### config.mk
export PLATFORM = sky130hd
export DESIGN_NAME = ac_burst_and_phase_power_control_top
export DESIGN_NICKNAME = d
export VERILOG_FILES = /design/src/hdl/acpc_pkg.sv /design/src/hdl/acpc_core.sv /design/src/hdl/ac_burst_and_phase_power_control_top.sv
export SDC_FILE = /design/constraint.sdc
export NUM_CORES = 1
export LEC_CHECK = 0
export BUFFER_PORTS_ARGS = -buffer_cell sky130_fd_sc_hd__buf_2
export CAP_MARGIN = 20
export CORE_ASPECT_RATIO = 2
export CORE_MARGIN = 1.5
export CORE_UTILIZATION = 49
export DETAILED_ROUTE_END_ITERATION = 12
export PLACE_DENSITY = 0.66
export REMOVE_ABC_BUFFERS = 1
export SYNTH_ARGS = -nofsm -noshare
export SYNTH_HDL_FRONTEND = slang
export SYNTH_SLANG_ARGS = --single-unit
### constraint.sdc
create_clock -name clk -period 4.05 [get_ports clk]
set_input_delay 0.2025 -clock clk [delete_from_list [all_inputs] [get_ports clk]]
set_output_delay 0.2025 -clock clk [all_outputs]
set_load 0.05 [all_outputs]
### src/hdl/acpc_pkg.sv
package acpc_pkg;

    // Width of the tick counter and of every tick time derived from it.
    localparam int unsigned TICK_W = 32;

    localparam int unsigned PERCENT_W = 7;
    localparam int unsigned LIMIT_W   = 7;
    localparam int unsigned PHASE_W   = 7;
    localparam int unsigned ACC_W     = 8;
    localparam int unsigned DELAY_W   = 8;
    localparam int unsigned ROT_W     = 2;
    localparam int unsigned CFG_IDX_W = 1;

    localparam int unsigned S_TDATA_W = 16;
    localparam int unsigned M_TDATA_W = 8;

    localparam logic [PHASE_W-1:0] PHASE_WRAP   = 7'd90;
    localparam logic [ACC_W-1:0]   PERCENT_FULL = 8'd100;

    // Event kinds carried on s_tuser.
    localparam logic CMD_TICK       = 1'b0;
    localparam logic CMD_ZERO_CROSS = 1'b1;

    // Configuration register indexes.
    localparam logic [CFG_IDX_W-1:0] CFG_SWITCH_DELAY = 1'b0;
    localparam logic [CFG_IDX_W-1:0] CFG_ROTATION     = 1'b1;

    localparam logic [DELAY_W-1:0] SWITCH_DELAY_RESET = 8'd0;
    localparam logic [ROT_W-1:0]   ROTATION_RESET     = 2'd2;

    typedef struct packed {
        logic                 command;
        logic [PERCENT_W-1:0] heater_percent;
        logic [LIMIT_W-1:0]   fan_phase_limit;
    } acpc_event_t;

    typedef struct packed {
        logic heater;
        logic fan;
    } acpc_levels_t;

endpackage

### src/hdl/acpc_core.sv
module acpc_core (
    input  logic                          clk,
    input  logic                          rst_n,
    input  logic                          en,
    input  acpc_pkg::acpc_event_t         evt,
    input  logic [acpc_pkg::DELAY_W-1:0]  switch_delay,
    input  logic [acpc_pkg::ROT_W-1:0]    rotation,
    output acpc_pkg::acpc_levels_t        levels_next
);

    logic [acpc_pkg::PHASE_W-1:0] phase_count_reg, phase_count_next;
    logic [acpc_pkg::TICK_W-1:0]  tick_count_reg, tick_count_next;
    logic [acpc_pkg::TICK_W-1:0]  last_switch_reg, last_switch_next;
    logic [acpc_pkg::TICK_W-1:0]  switch_at_reg, switch_at_next;
    logic [acpc_pkg::ACC_W-1:0]   heater_acc_reg, heater_acc_next;
    logic                         heater_skip_reg, heater_skip_next;
    logic                         channel_reg, channel_next;
    logic                         heater_level_reg, heater_level_next;
    logic                         fan_level_reg, fan_level_next;

    logic [acpc_pkg::PHASE_W-1:0] phase_inc;
    logic [acpc_pkg::ACC_W-1:0]   acc_sum;

    assign phase_inc = phase_count_reg + 1'b1;
    assign acc_sum   = heater_acc_reg + acpc_pkg::ACC_W'(evt.heater_percent);

    always_comb
    begin
        phase_count_next  = phase_count_reg;
        tick_count_next   = tick_count_reg;
        last_switch_next  = last_switch_reg;
        switch_at_next    = switch_at_reg;
        heater_acc_next   = heater_acc_reg;
        heater_skip_next  = heater_skip_reg;
        channel_next      = channel_reg;
        heater_level_next = heater_level_reg;
        fan_level_next    = fan_level_reg;

        if (evt.command == acpc_pkg::CMD_ZERO_CROSS)
        begin
            phase_count_next = '0;
            if (!channel_reg)
            begin
                if (acc_sum >= acpc_pkg::PERCENT_FULL)
                begin
                    heater_acc_next  = acc_sum - acpc_pkg::PERCENT_FULL;
                    heater_skip_next = 1'b0;
                end
                else
                begin
                    heater_acc_next  = acc_sum;
                    heater_skip_next = 1'b1;
                end
                switch_at_next = tick_count_reg + acpc_pkg::TICK_W'(switch_delay);
            end
            // A rotation of two or three alternates channels, zero or one stays on the heater.
            channel_next = rotation[1] ? ~channel_reg : 1'b0;
        end
        else
        begin
            phase_count_next = (phase_inc > acpc_pkg::PHASE_WRAP) ? '0 : phase_inc;
            fan_level_next   = (phase_count_next <= evt.fan_phase_limit);
            if (switch_at_reg > last_switch_reg && tick_count_reg > switch_at_reg)
            begin
                heater_level_next = ~heater_skip_reg;
                last_switch_next  = tick_count_reg;
            end
            tick_count_next = tick_count_reg + 1'b1;
        end
    end

    assign levels_next.heater = heater_level_next;
    assign levels_next.fan    = fan_level_next;

    always_ff @(posedge clk or negedge rst_n)
    begin
        if (!rst_n)
        begin
            phase_count_reg  <= '0;
            tick_count_reg   <= '0;
            last_switch_reg  <= '0;
            switch_at_reg    <= '0;
            heater_acc_reg   <= '0;
            heater_skip_reg  <= 1'b0;
            channel_reg      <= 1'b0;
            heater_level_reg <= 1'b0;
            fan_level_reg    <= 1'b1;
        end
        else if (en)
        begin
            phase_count_reg  <= phase_count_next;
            tick_count_reg   <= tick_count_next;
            last_switch_reg  <= last_switch_next;
            switch_at_reg    <= switch_at_next;
            heater_acc_reg   <= heater_acc_next;
            heater_skip_reg  <= heater_skip_next;
            channel_reg      <= channel_next;
            heater_level_reg <= heater_level_next;
            fan_level_reg    <= fan_level_next;
        end
    end

    a_phase_range: assert property (@(posedge clk) disable iff (!rst_n)
        phase_count_reg <= acpc_pkg::PHASE_WRAP)
        else $error("phase counter beyond wrap point");

    a_zc_clears_phase: assert property (@(posedge clk) disable iff (!rst_n)
        en && evt.command == acpc_pkg::CMD_ZERO_CROSS |=> phase_count_reg == '0)
        else $error("zero crossing did not clear phase counter");

    a_zc_keeps_levels: assert property (@(posedge clk) disable iff (!rst_n)
        en && evt.command == acpc_pkg::CMD_ZERO_CROSS
        |=> $stable(heater_level_reg) && $stable(fan_level_reg)
            && $stable(tick_count_reg) && $stable(last_switch_reg))
        else $error("zero crossing changed drive levels or tick state");

endmodule

### src/hdl/ac_burst_and_phase_power_control_top.sv
// AC mains power control for one heater and one fan. Each input transaction is an
// event: s_tuser low is a timer tick, s_tuser high is a mains zero crossing. Every
// event yields exactly one output transaction with the heater and fan drive levels
// after that event. The heater uses burst firing: on zero crossings that serve the
// heater channel an accumulator adds heater_percent and, on reaching 100, drops 100
// to mark a full on-cycle; the switch takes effect on the first timer tick more than
// switch_delay ticks after the crossing. The fan uses phase-angle control: a phase
// counter clears on each zero crossing, counts timer ticks and wraps after 90, and
// the fan is driven while the counter is at or below fan_phase_limit. Zero crossings
// never change the drive levels. The block takes one event per clock while results
// are read: all state is updated together and the result lands in one output
// register, so a new transaction is accepted whenever that register is empty or
// is being read in the same cycle; the result appears in the cycle after acceptance.
// Configuration (register 0 switch_delay, register 1 channels_in_rotation) is
// accepted in every cycle and should be written while no events are in flight.
module ac_burst_and_phase_power_control_top (
    input  logic                              clk,
    input  logic                              rst_n,

    input  logic                              s_tvalid,
    output logic                              s_tready,
    // [6:0] heater_percent, [13:7] fan_phase_limit, [15:14] zero
    input  logic [acpc_pkg::S_TDATA_W-1:0]    s_tdata,
    // [0] command (0 = timer tick, 1 = zero crossing)
    input  logic                              s_tuser,

    output logic                              m_tvalid,
    input  logic                              m_tready,
    // [0] heater_drive, [1] fan_drive, [7:2] zero
    output logic [acpc_pkg::M_TDATA_W-1:0]    m_tdata,

    input  logic                              cfg_valid,
    output logic                              cfg_ready,
    input  logic [acpc_pkg::CFG_IDX_W-1:0]    cfg_index,
    input  logic [acpc_pkg::DELAY_W-1:0]      cfg_data
);

    logic [acpc_pkg::DELAY_W-1:0] switch_delay_reg;
    logic [acpc_pkg::ROT_W-1:0]   rotation_reg;

    logic                         m_tvalid_reg;
    acpc_pkg::acpc_levels_t       levels_reg;
    acpc_pkg::acpc_levels_t       levels_next;
    acpc_pkg::acpc_event_t        evt;
    logic                         s_accept;

    // The result register is free when empty or when its transaction completes now.
    assign s_tready = !m_tvalid_reg || m_tready;
    assign s_accept = s_tvalid && s_tready;

    assign evt.command         = s_tuser;
    assign evt.heater_percent  = s_tdata[acpc_pkg::PERCENT_W-1:0];
    assign evt.fan_phase_limit = s_tdata[acpc_pkg::PERCENT_W +: acpc_pkg::LIMIT_W];

    // Configuration writes are always taken.
    assign cfg_ready = 1'b1;

    always_ff @(posedge clk or negedge rst_n)
    begin
        if (!rst_n)
        begin
            switch_delay_reg <= acpc_pkg::SWITCH_DELAY_RESET;
            rotation_reg     <= acpc_pkg::ROTATION_RESET;
        end
        else if (cfg_valid)
        begin
            case (cfg_index)
                acpc_pkg::CFG_SWITCH_DELAY: switch_delay_reg <= cfg_data;
                acpc_pkg::CFG_ROTATION:     rotation_reg <= cfg_data[acpc_pkg::ROT_W-1:0];
                default:                    ;
            endcase
        end
    end

    acpc_core u_core (
        .clk          (clk),
        .rst_n        (rst_n),
        .en           (s_accept),
        .evt          (evt),
        .switch_delay (switch_delay_reg),
        .rotation     (rotation_reg),
        .levels_next  (levels_next)
    );

    always_ff @(posedge clk or negedge rst_n)
    begin
        if (!rst_n)
        begin
            m_tvalid_reg <= 1'b0;
        end
        else if (s_tready)
        begin
            m_tvalid_reg <= s_tvalid;
        end
    end

    always_ff @(posedge clk)
    begin
        if (s_accept)
        begin
            levels_reg <= levels_next;
        end
    end

    assign m_tvalid = m_tvalid_reg;
    assign m_tdata  = {{(acpc_pkg::M_TDATA_W - 2){1'b0}}, levels_reg.fan, levels_reg.heater};

    a_result_from_accept: assert property (@(posedge clk) disable iff (!rst_n)
        $rose(m_tvalid_reg) |-> $past(s_accept))
        else $error("result appeared without an accepted event");

    a_accept_gives_result: assert property (@(posedge clk) disable iff (!rst_n)
        s_accept |=> m_tvalid_reg)
        else $error("accepted event produced no result");

    a_no_overwrite: assert property (@(posedge clk) disable iff (!rst_n)
        m_tvalid_reg && !m_tready |-> !s_accept)
        else $error("pending result overwritten");

endmodule

Word level (Yosys, flattened, before mapping)
Index checks and enable logic that the tools add are counted.
{"block": "classes", "add_sub_neg": 5, "n_mul": 0, "n_div": 0, "magnitude_cmp": 5, "eq_ne": 0, "shifts": 0, "mux": 8, "n_bitwise": 4, "n_reduce_logical": 10}
{"cell": "32-bit greater-than comparator", "n": 2}
{"cell": "32-bit by 1-bit adder with 32-bit output, second input constant", "n": 1}
{"cell": "32-bit by 8-bit adder with 32-bit output", "n": 1}
{"cell": "7-bit two-way mux", "n": 2}
{"cell": "8-bit by 7-bit adder with 8-bit output", "n": 1}
{"cell": "8-bit by 7-bit >= comparator with 1-bit output, second input constant", "n": 1}
{"cell": "8-bit two-way mux", "n": 1}
{"cell": "2-bit AND reduction", "n": 4}
{"cell": "8-bit by 7-bit subtractor with 8-bit output, second input constant", "n": 1}
{"cell": "7-bit by 1-bit adder with 7-bit output, second input constant", "n": 1}
{"cell": "7-bit greater-than comparator, second input constant", "n": 1}
{"cell": "7-bit <= comparator", "n": 1}
{"cell": "3-bit AND reduction", "n": 2}
{"cell": "1-bit two-way mux", "n": 5}
{"cell": "1-bit inverter", "n": 4}
{"cell": "1-bit logical AND", "n": 2}
{"cell": "1-bit zero test", "n": 1}
{"cell": "1-bit logical OR", "n": 1}
{"block": "word_totals", "reg_bits": 128, "latch_bits": 0, "ram_bits": 0, "rom_bits": 0, "input_bits": 31, "elab_cells": 46, "n_memories": 0}

Logic depth before layout (Yosys ltp)
Gate-level depths: netlist of the first run.
{"block": "depth", "ltp_word": 5, "ltp_mapped": 16, "depth_no_buf": 16}

By module
From an unflattened synthesis of the first run, not the netlist that was laid out.
{"block": "hier_totals", "cells_unflattened": 874, "area_unflattened_um2": 8355.5}
{"mod": "acpc_core", "n_inst": 1, "cells_each": 836, "area_per_inst_um2": 7768.7, "seq_area_each_um2": 2879.0}
{"mod": "ac_burst_and_phase_power_control_top", "n_inst": 1, "cells_each": 38, "area_per_inst_um2": 586.8, "seq_area_each_um2": 336.6}

Least setup slack after synthesis of the first run
OpenSTA, ideal clock, no wires.
{"block": "synth_path", "path_kind": "register to register", "from": "reg u_core.phase_count_reg[0] (netlist name)", "to": "reg levels_reg, in the netlist m_tdata[1], data pin", "t_arrival_ns": 2.732, "required_time_ns": 3.783, "setup_slack_ns": 1.051, "stages_incl_launch_ff": 16, "n_path_buf": 0, "synth_period_minus_slack_ns": 2.999, "path_cell_list": "dfrtp_1 ha_1 xnor2_1 o21ai_0 o211ai_1 o21ai_0 and2_1 or2_2 ha_1 nor2b_1 o21ai_0 nand2b_1 a21oi_1 or2_2 a211oi_1 a21oi_1"}
{"block": "synth_via", "elab_chain_cells": 5}
{"element": "start, declared", "line_no": "acpc_core.sv:11", "text": "logic [acpc_pkg::PHASE_W-1:0] phase_count_reg, phase_count_next;"}
{"element": "start signal, assigned", "line_no": "acpc_core.sv:91", "text": "phase_count_reg <= phase_count_next;"}
{"element": "7-bit by 1-bit adder with 7-bit output *", "line_no": "acpc_core.sv:24", "text": "assign phase_inc = phase_count_reg + 1'b1;"}
{"element": "7-bit greater-than comparator", "line_no": "acpc_core.sv:61", "text": "phase_count_next = (phase_inc > acpc_pkg::PHASE_WRAP) ? '0 : phase_inc;"}
{"element": "7-bit two-way mux *", "line_no": "acpc_core.sv:61"}
{"element": "7-bit <= comparator *", "line_no": "acpc_core.sv:62", "text": "fan_level_next = (phase_count_next <= evt.fan_phase_limit);"}
{"element": "1-bit two-way mux *", "line_no": "acpc_core.sv:39", "text": "if (evt.command == acpc_pkg::CMD_ZERO_CROSS)"}
{"element": "net u_core.fan_level_next", "line_no": "acpc_core.sv:19", "text": "logic fan_level_reg, fan_level_next;"}
{"element": "end signal, assigned", "line_no": "ac_burst_and_phase_power_control_top.sv:101", "text": "levels_reg <= levels_next;"}
{"element": "end, declared", "line_no": "ac_burst_and_phase_power_control_top.sv:42", "text": "acpc_pkg::acpc_levels_t levels_reg;"}
Mark *: on every way through the listed nets, which the timed path passes. The rest lies on a longest branch.
A chain may end at the register's enable or synchronous reset.

Final worst setup path of the first run
Ends and elaborated chain as after synthesis.

==> flow_summary.ini, run 1 <==
[floorplanning]
initial_utilization = 0.502
die_h_um = 188
die_area_mm2 = 0.0180
dieWidth_um = 95.7
core_area_mm2 = 0.0168
num_rows = 67
num_io_pins = 42

[route]
antenna_violating_nets_post_route = 0
dr_pass1_iterations = 4
drt_iter0_drc = 256
drt-vias-per-instance = 5.59
route.detailed.drc = 0
dr_total_vias = 6379
routed_wl_mm = 19.6
routed_wire_length_per_instance_um = 17.1

[layout]
fillerInstances = 1552
antenna_cells = 0
layout.nets = 1048
finish.utilization = 0.559
sequential_cell_area_mm2 = 0.00319
drive_above_1_share = 0.133
multiInputGateArea_mm2 = 0.00471
area_delta_synth_final_pct = 11.4

[worst_setup_path]
setup.worst_path.start_class = register
cp_max_fo = 8
timing.critical_path.arrival_ns = 3.51
r2r_start = u_core.phase_count_reg[0]
crit_type = register to register
number_of_cells_on_the_worst_reg_to_reg_path = 15
worstReg2RegEnd = m_tdata[1]
worstPathRequired_ns = 4.22
worstSetupEndpointType = register
regToRegSetupSlack_ns = 0.71

[clock_tree]
clk_root_buffer_cell = sky130_fd_sc_hd__clkbuf_16
clockBufferDepth = 2
numClockSinks = 127
htree_num_levels = 4
clock_latency_ns = 0.43
tritoncts.num_buffers = 17
clk_pin_slew_worst_paths_ns = 0.06
post-cts-setup-buffers = 0
cts_tree = built

[hold_path]
hp-class = primary input to register
timing.hold.worst.start = cfg_data[5]
hold_depth = 2
hold_end = switch_delay_reg[5]

[logic_synthesis]
yosysTopAreaCellShare = 0.366
synth.ff_latch_count = 127
synth.top_cells.by_area = sky130_fd_sc_hd__dfrtp_1, sky130_fd_sc_hd__ha_1, sky130_fd_sc_hd__mux2_4
synth.cell_area_mm2 = 0.00842
post_synth_top_area_cell = sky130_fd_sc_hd__dfrtp_1
synthCells = 887
seq_area_frac_synth = 0.379
synth_edf_count = 2
yosysWarningCount = 0
syn-mean-instance-area_um2 = 9.49
synth_async_sr_flop_share = 0.984
yosysUniqueCellTypes = 68
postSynth.topFlopCell = sky130_fd_sc_hd__dfrtp_1

[status]
outcome = completed

[placed_design]
dp.final_hpwl_mm = 14.6
portBuffers = 32
finalWeightedCongestion = 0.859

[grt]
grt_pass1_wl_mm = 32.2
global_route.usage.total = 0.238
overflow = 0
grt_pass1_vias = 6516
antenna_violations_before_repair = 0
grt_max_degree = 103

[sta]
post_route_clock_period_utilization = 0.824
layout_min_cycle_time_ns = 3.34
max_freq_mhz = 300
worst_slew_margin_rel = 0.349
clock_skew_ns = 0.00931
finalHoldViolCount = 0
setup-violations-final = 0
timing.setup.tns_ns = 0
finalMaxSlewViolations = 0
unrepaired_setup_endpoints_after_global_routing = false
worstMarginPinSlew_ns = 0.976

[power_and_ir_drop]
ir_drop_v = 0.000381
powerDensity_mw_per_mm2 = 496
power_leakage_nw = 4.35

[run]
maxCapViolCount = 0
## power by group
part / internal, mW / total [mW] / leakage, nW / switching (mW)
clock network: 0.878 / 1.43 / 0.268 / 0.553
registers: 1.45 / 1.61 / 1.67 / 0.165
logic: 0.692 / 1.60 / 2.41 / 0.911
total: 3.02 / 4.65 / 4.35 / 1.63
## synth_stat cells (all sizes together) (3+ instances only)
library cell	number
mux2i	5
xor2	32
clkbuf	20
nand2	89
o211ai	10
nand3	31
buf	14
a21o	7
a211o	4
a21oi	40
nor2	45
ha	91
a211oi	6
o2111ai	4
nor4	4
nor2b	13
o21ai	60
or2	6
and4	5
inv	94
or3	3
and2	3
nand4	25
mux2	39
o21a	5
nor3	15
a31oi	5
dfrtp	123
nand2b	9
xnor2	40
and3	7
## area by class of cell
| type | instances | area share |
|---|---|---|
| Clock buffer | 23 | 0.0510 |
| Multi-Input combinational cell | 637 | 0.503 |
| Clock inverter | 7 | 0.00667 |
| Inverter | 94 | 0.0376 |
| Timing Repair Buffer | 47 | 0.0340 |
| Tap cell | 207 | 0.0276 |
| Sequential cell | 127 | 0.340 |
## cell families after synthesis
| family | share of synthesized area |
|---|---|
| AO/OA/AOI/OAI | 0.120 |
| XOR/XNOR | 0.0749 |
| adder cells (fa/ha/maj) | 0.140 |
| buffers and inverters | 0.0634 |
| flip-flops | 0.379 |
| multiplexers | 0.0701 |
| other | 0.000892 |
| AND/OR/NAND/NOR | 0.152 |
## stage by stage
step	power [mW]	cells	worst slack (ns)	instance area (µm²)	hold WS (ns)
after global routing	4.97	1142	0.410	9380	0.00352
after floorplan	2.81	858	0.552	8260	-0.0931
after CTS	4.69	1141	0.714	9350	0.00326
after detailed placement	3.22	1103	0.716	8730	0.399
after global placement	3.19	1103	0.765	8730	0.391
final	4.65	1142	0.712	9380	0.0133
## critical path, cell delays in order (launching register included)
cell                       delay (ns)
sky130_fd_sc_hd__dfrtp_1         0.46
sky130_fd_sc_hd__ha_1            0.30
sky130_fd_sc_hd__xnor2_1         0.21
sky130_fd_sc_hd__o21ai_0         0.15
sky130_fd_sc_hd__o211ai_1        0.19
sky130_fd_sc_hd__o21ai_0         0.15
sky130_fd_sc_hd__and2_1          0.23
sky130_fd_sc_hd__or2_2           0.29
sky130_fd_sc_hd__ha_1            0.18
sky130_fd_sc_hd__nor2b_1         0.09
sky130_fd_sc_hd__o21ai_0         0.07
sky130_fd_sc_hd__nand2b_1        0.07
sky130_fd_sc_hd__a21oi_1         0.06
sky130_fd_sc_hd__or2_2           0.27
sky130_fd_sc_hd__a211oi_1        0.27
sky130_fd_sc_hd__a21oi_1         0.07
## timing repair
action | CTS | global route
endpoints found under the hold margin | 107 | 0
endpoints found under the setup margin | 0 | 0
hold buffers | 8 | 0
gates resized for setup | 0 | 0
## placed cells by master, fill, tap and decap left out, types with 6 or more instances in the layout
master and instances:
sky130_fd_sc_hd__nor2b_1 13, sky130_fd_sc_hd__and3_1 7, sky130_fd_sc_hd__buf_2 31, sky130_fd_sc_hd__mux2_4 27, sky130_fd_sc_hd__a21o_1 7, sky130_fd_sc_hd__conb_1 7
sky130_fd_sc_hd__or2_2 6, sky130_fd_sc_hd__nand3_1 31, sky130_fd_sc_hd__nor2_1 45, sky130_fd_sc_hd__nand4_1 24, sky130_fd_sc_hd__mux2_2 12, sky130_fd_sc_hd__o21ai_0 59
sky130_fd_sc_hd__buf_4 6, sky130_fd_sc_hd__dfrtp_1 123, sky130_fd_sc_hd__a21oi_1 39, sky130_fd_sc_hd__inv_1 93, sky130_fd_sc_hd__nand2_1 88, sky130_fd_sc_hd__nand2b_1 8
sky130_fd_sc_hd__clkbuf_16 17, sky130_fd_sc_hd__xor2_1 32, sky130_fd_sc_hd__o211ai_1 9, sky130_fd_sc_hd__nor3_1 15, sky130_fd_sc_hd__ha_1 91, sky130_fd_sc_hd__dlygate4sd3_1 8
sky130_fd_sc_hd__xnor2_1 40
## worst max path at each step
stage | from | end | slack (ns) | depth (start not counted)
after global routing | u_core.phase_count_reg[0] | m_tdata[1] | 0.41 | 15
final | u_core.phase_count_reg[0] | m_tdata[1] | 0.71 | 15
after detailed placement | u_core.phase_count_reg[0] | m_tdata[1] | 0.72 | 15
after floorplan | u_core.tick_count_reg[29] | u_core.last_switch_reg[5] | 0.55 | 8
after global placement | u_core.phase_count_reg[0] | m_tdata[1] | 0.77 | 15
after CTS | u_core.phase_count_reg[0] | m_tdata[1] | 0.71 | 15
## routing by layer
metal  track usage  part of all wire
met1         0.248              0.37
met2         0.439              0.57
met3        0.0424             0.025
met4         0.119             0.042
met5             0                 0
Note: power is estimated with default switching activity, not from simulation.
==> run 2: changes to the inputs <==
==> constraint.sdc (replaced) <==
create_clock -name clk -period 3.2 [get_ports clk]
set_input_delay 0.16 -clock clk [delete_from_list [all_inputs] [get_ports clk]]
set_output_delay 0.16 -clock clk [all_outputs]
set_load 0.05 [all_outputs]
==> run 2 against run 1 <==
  * Clock skew decreased by 0.0037 ns
  * Flip-flop and latch count is the same
  * Core utilization up 2.4 points
  * First-iteration DRC count up 40%
  * Sequential share of layout area is 1.4 points lower
  * Setup slack got worse by 0.54 ns
  * Routed wire length up 6.5%
  * Critical path depth is 1 higher
  * Clock power increased by 53%
  * Cell count increased by 2.9%
  * Critical endpoint unchanged
  * Largest cell class unchanged
==> flow_summary.ini, run 2 (synthesized netlist as in run 1, its figures left out) <==
[status]
outcome = completed

[hold_path]
hold_depth = 3
hp-class = primary input to register
hold_end = m_tvalid
timing.hold.worst.start = m_tready

[layout]
commonest_cells_after_routing_fill_and_taps_aside = sky130_fd_sc_hd__dfrtp_1, sky130_fd_sc_hd__inv_1, sky130_fd_sc_hd__ha_1, sky130_fd_sc_hd__nand2_1, sky130_fd_sc_hd__o21ai_0
layout.nets = 1079
post-route-cell-area_mm2 = 0.00977
antenna_cells = 0
layout_commonest_cell = sky130_fd_sc_hd__dfrtp_1
finish.utilization = 0.583
area_delta_synth_final_pct = 16.1
instances_no_fill = 1175
drive_above_1_share = 0.170

[floorplanning]
core_area_mm2 = 0.0168
initial_utilization = 0.502
num_rows = 67
num_io_pins = 42
die_area_mm2 = 0.0180
dieWidth_um = 95.7
die_h_um = 188

[route]
antenna_violating_nets_post_route = 0
met2WireLength_mm = 11.8
maxUsedRoutingLayer = met4
wirelength_met1_mm = 7.24
met3_layer_wire_length_in_the_routed_design_um = 597
routed_wl_mm = 20.8
routed_wire_length_per_instance_um = 17.7
drt-vias-per-instance = 5.58
dr_total_vias = 6557
drt_iter0_drc = 358
dr_pass1_iterations = 4
route.detailed.drc = 0

[sta]
setup-violations-final = 0
timing.setup.tns_ns = 0
worstMarginPinSlew_ns = 0.994
worst_slew_margin_rel = 0.337
max_freq_mhz = 330
fin_hold_ws_ns = 0.0391
finalMaxSlewViolations = 0
post_route_clock_period_utilization = 0.948
finalHoldViolCount = 0
clock_skew_ns = 0.00557
final_critical_path_setup_slack_ns = 0.168
layout_min_cycle_time_ns = 3.03

[clock_tree]
clk_pin_slew_worst_paths_ns = 0.06
clockBufferDepth = 2
numClockSinks = 127
htree_num_levels = 4
clock_latency_ns = 0.42
clk_root_buffer_cell = sky130_fd_sc_hd__clkbuf_16
tritoncts.num_buffers = 17
cts_tree = built

[grt]
grt_pass1_vias = 6846
grt_max_degree = 107
overflow = 0
grt_pass1_wl_mm = 33.8
antenna_violations_before_repair = 0
global_route.usage.total = 0.250

[placed_design]
dpl_cell_area_mm2 = 0.00897
portBuffers = 32
finalWeightedCongestion = 0.875
preCtsSetupSlack_ns = 0.0364
numPlacedInstances = 1132
dp.final_hpwl_mm = 15.6

[worst_setup_path]
number_of_cells_on_the_worst_reg_to_reg_path = 16
setup.worst_path.start_class = register
crit_slowest_cell = sky130_fd_sc_hd__dfrtp_1
cpPeakStageDelay_ns = 0.44
worstReg2RegEnd = m_tdata[1]
worstPathRequired_ns = 3.37
worstSetupEndpointType = register
cp_max_fo = 4
crit_type = register to register
timing.critical_path.from = u_core.phase_count_reg[0]
timing.critical_path.arrival_ns = 3.20
regToRegSetupSlack_ns = 0.17
cp_cell_sequence = ha_4 -> buf_4 -> nand3_1 -> nor2_1 -> xor2_1 -> and2_4 -> buf_4 -> nor2_1 -> ha_1 -> nor2b_1 -> o21ai_0 -> nand2b_1 -> a21oi_1 -> or2_2 -> a211oi_2 -> a21oi_1
r2r_start = u_core.phase_count_reg[0]

[run]
maxCapViolCount = 0

[power_and_ir_drop]
comb_power_share = 0.342
ir_drop_v = 0.000549
power.total_mw = 6.38
powerDensity_mw_per_mm2 = 653
share_clk_of_total_power = 0.343
seq_power_share = 0.315
p_int_mw = 4.20
switchingPower_mw = 2.18
swShare = 0.342
power_leakage_nw = 4.55
run 2: cell count changes in the layout (fill, tap and decap cells not counted), moves of 2 or more:
cell | previous run | this run
sky130_fd_sc_hd__o21ai_0 | 59 | 56
sky130_fd_sc_hd__buf_4 | 6 | 34
sky130_fd_sc_hd__dfrtp_1 | 123 | 121
sky130_fd_sc_hd__buf_12 | 0 | 2
sky130_fd_sc_hd__inv_6 | 0 | 2
sky130_fd_sc_hd__dfrtp_2 | 0 | 2
sky130_fd_sc_hd__clkbuf_1 | 3 | 0
sky130_fd_sc_hd__dlygate4sd3_1 | 8 | 10
sky130_fd_sc_hd__clkinv_2 | 5 | 2
sky130_fd_sc_hd__clkinvlp_4 | 1 | 3
sky130_fd_sc_hd__o21ai_1 | 1 | 3
sky130_fd_sc_hd__bufinv_16 | 1 | 5
run 2: area by class of cell:
cell class,count,area [µm²]
Fill cell,1483,6990
Sequential cell,127,3190
Timing Repair Buffer,78,562
Clock inverter,13,209
Multi-Input combinational cell,637,4750
Inverter,94,353
Clock buffer,19,453
Tap cell,207,259
run 2: worst max-delay path: cells and delay by family (launching register included):
kind / cells / cell delay, ns
AO/OA/AOI/OAI: 4 / 0.46
XOR/XNOR: 1 / 0.22
adder cells (fa/ha/maj): 2 / 0.46
buffers and inverters: 2 / 0.23
flip-flops: 1 / 0.44
AND/OR/NAND/NOR: 7 / 0.99
run 2: routing by layer:
layer | vias to the layer above | global-route usage
met5 | - | 0
met4 | 0 | 0.143
li1 | 3190 | -
met2 | 151 | 0.466
met3 | 66 | 0.0391
met1 | 3150 | 0.250
run 2: how the worst max path moves through the flow:
| stage | slack, ns | cells after the start | end |
|---|---|---|---|
| 3_3_place_gp | 0.06 | 15 | m_tdata[1] |
| 6_report | 0.17 | 16 | m_tdata[1] |
| 5_1_grt | -0.04 | 16 | m_tdata[1] |
| 4_1_cts | 0.03 | 16 | m_tdata[1] |
| 2_1_floorplan | -0.30 | 8 | u_core.last_switch_reg[5] |
| 3_5_place_dp | 0.04 | 16 | m_tdata[1] |
run 2: power groups by stage:
stage	clock (mW)	combinational, mW	sequential (mW)
3_5_place_dp	0	2.15	2.03
2_1_floorplan	0	1.55	2.01
6_report	2.19	2.18	2.01
4_1_cts	2.21	2.18	2.00
3_3_place_gp	0	2.10	2.03
5_1_grt	2.28	2.44	2.04
run 2: timing repair:
action	in CTS	in global routing
hold endpoints to repair	112	0
hold buffers	10	0
setup buffers	0	1
setup endpoints to repair	0	2
resized for setup	0	11
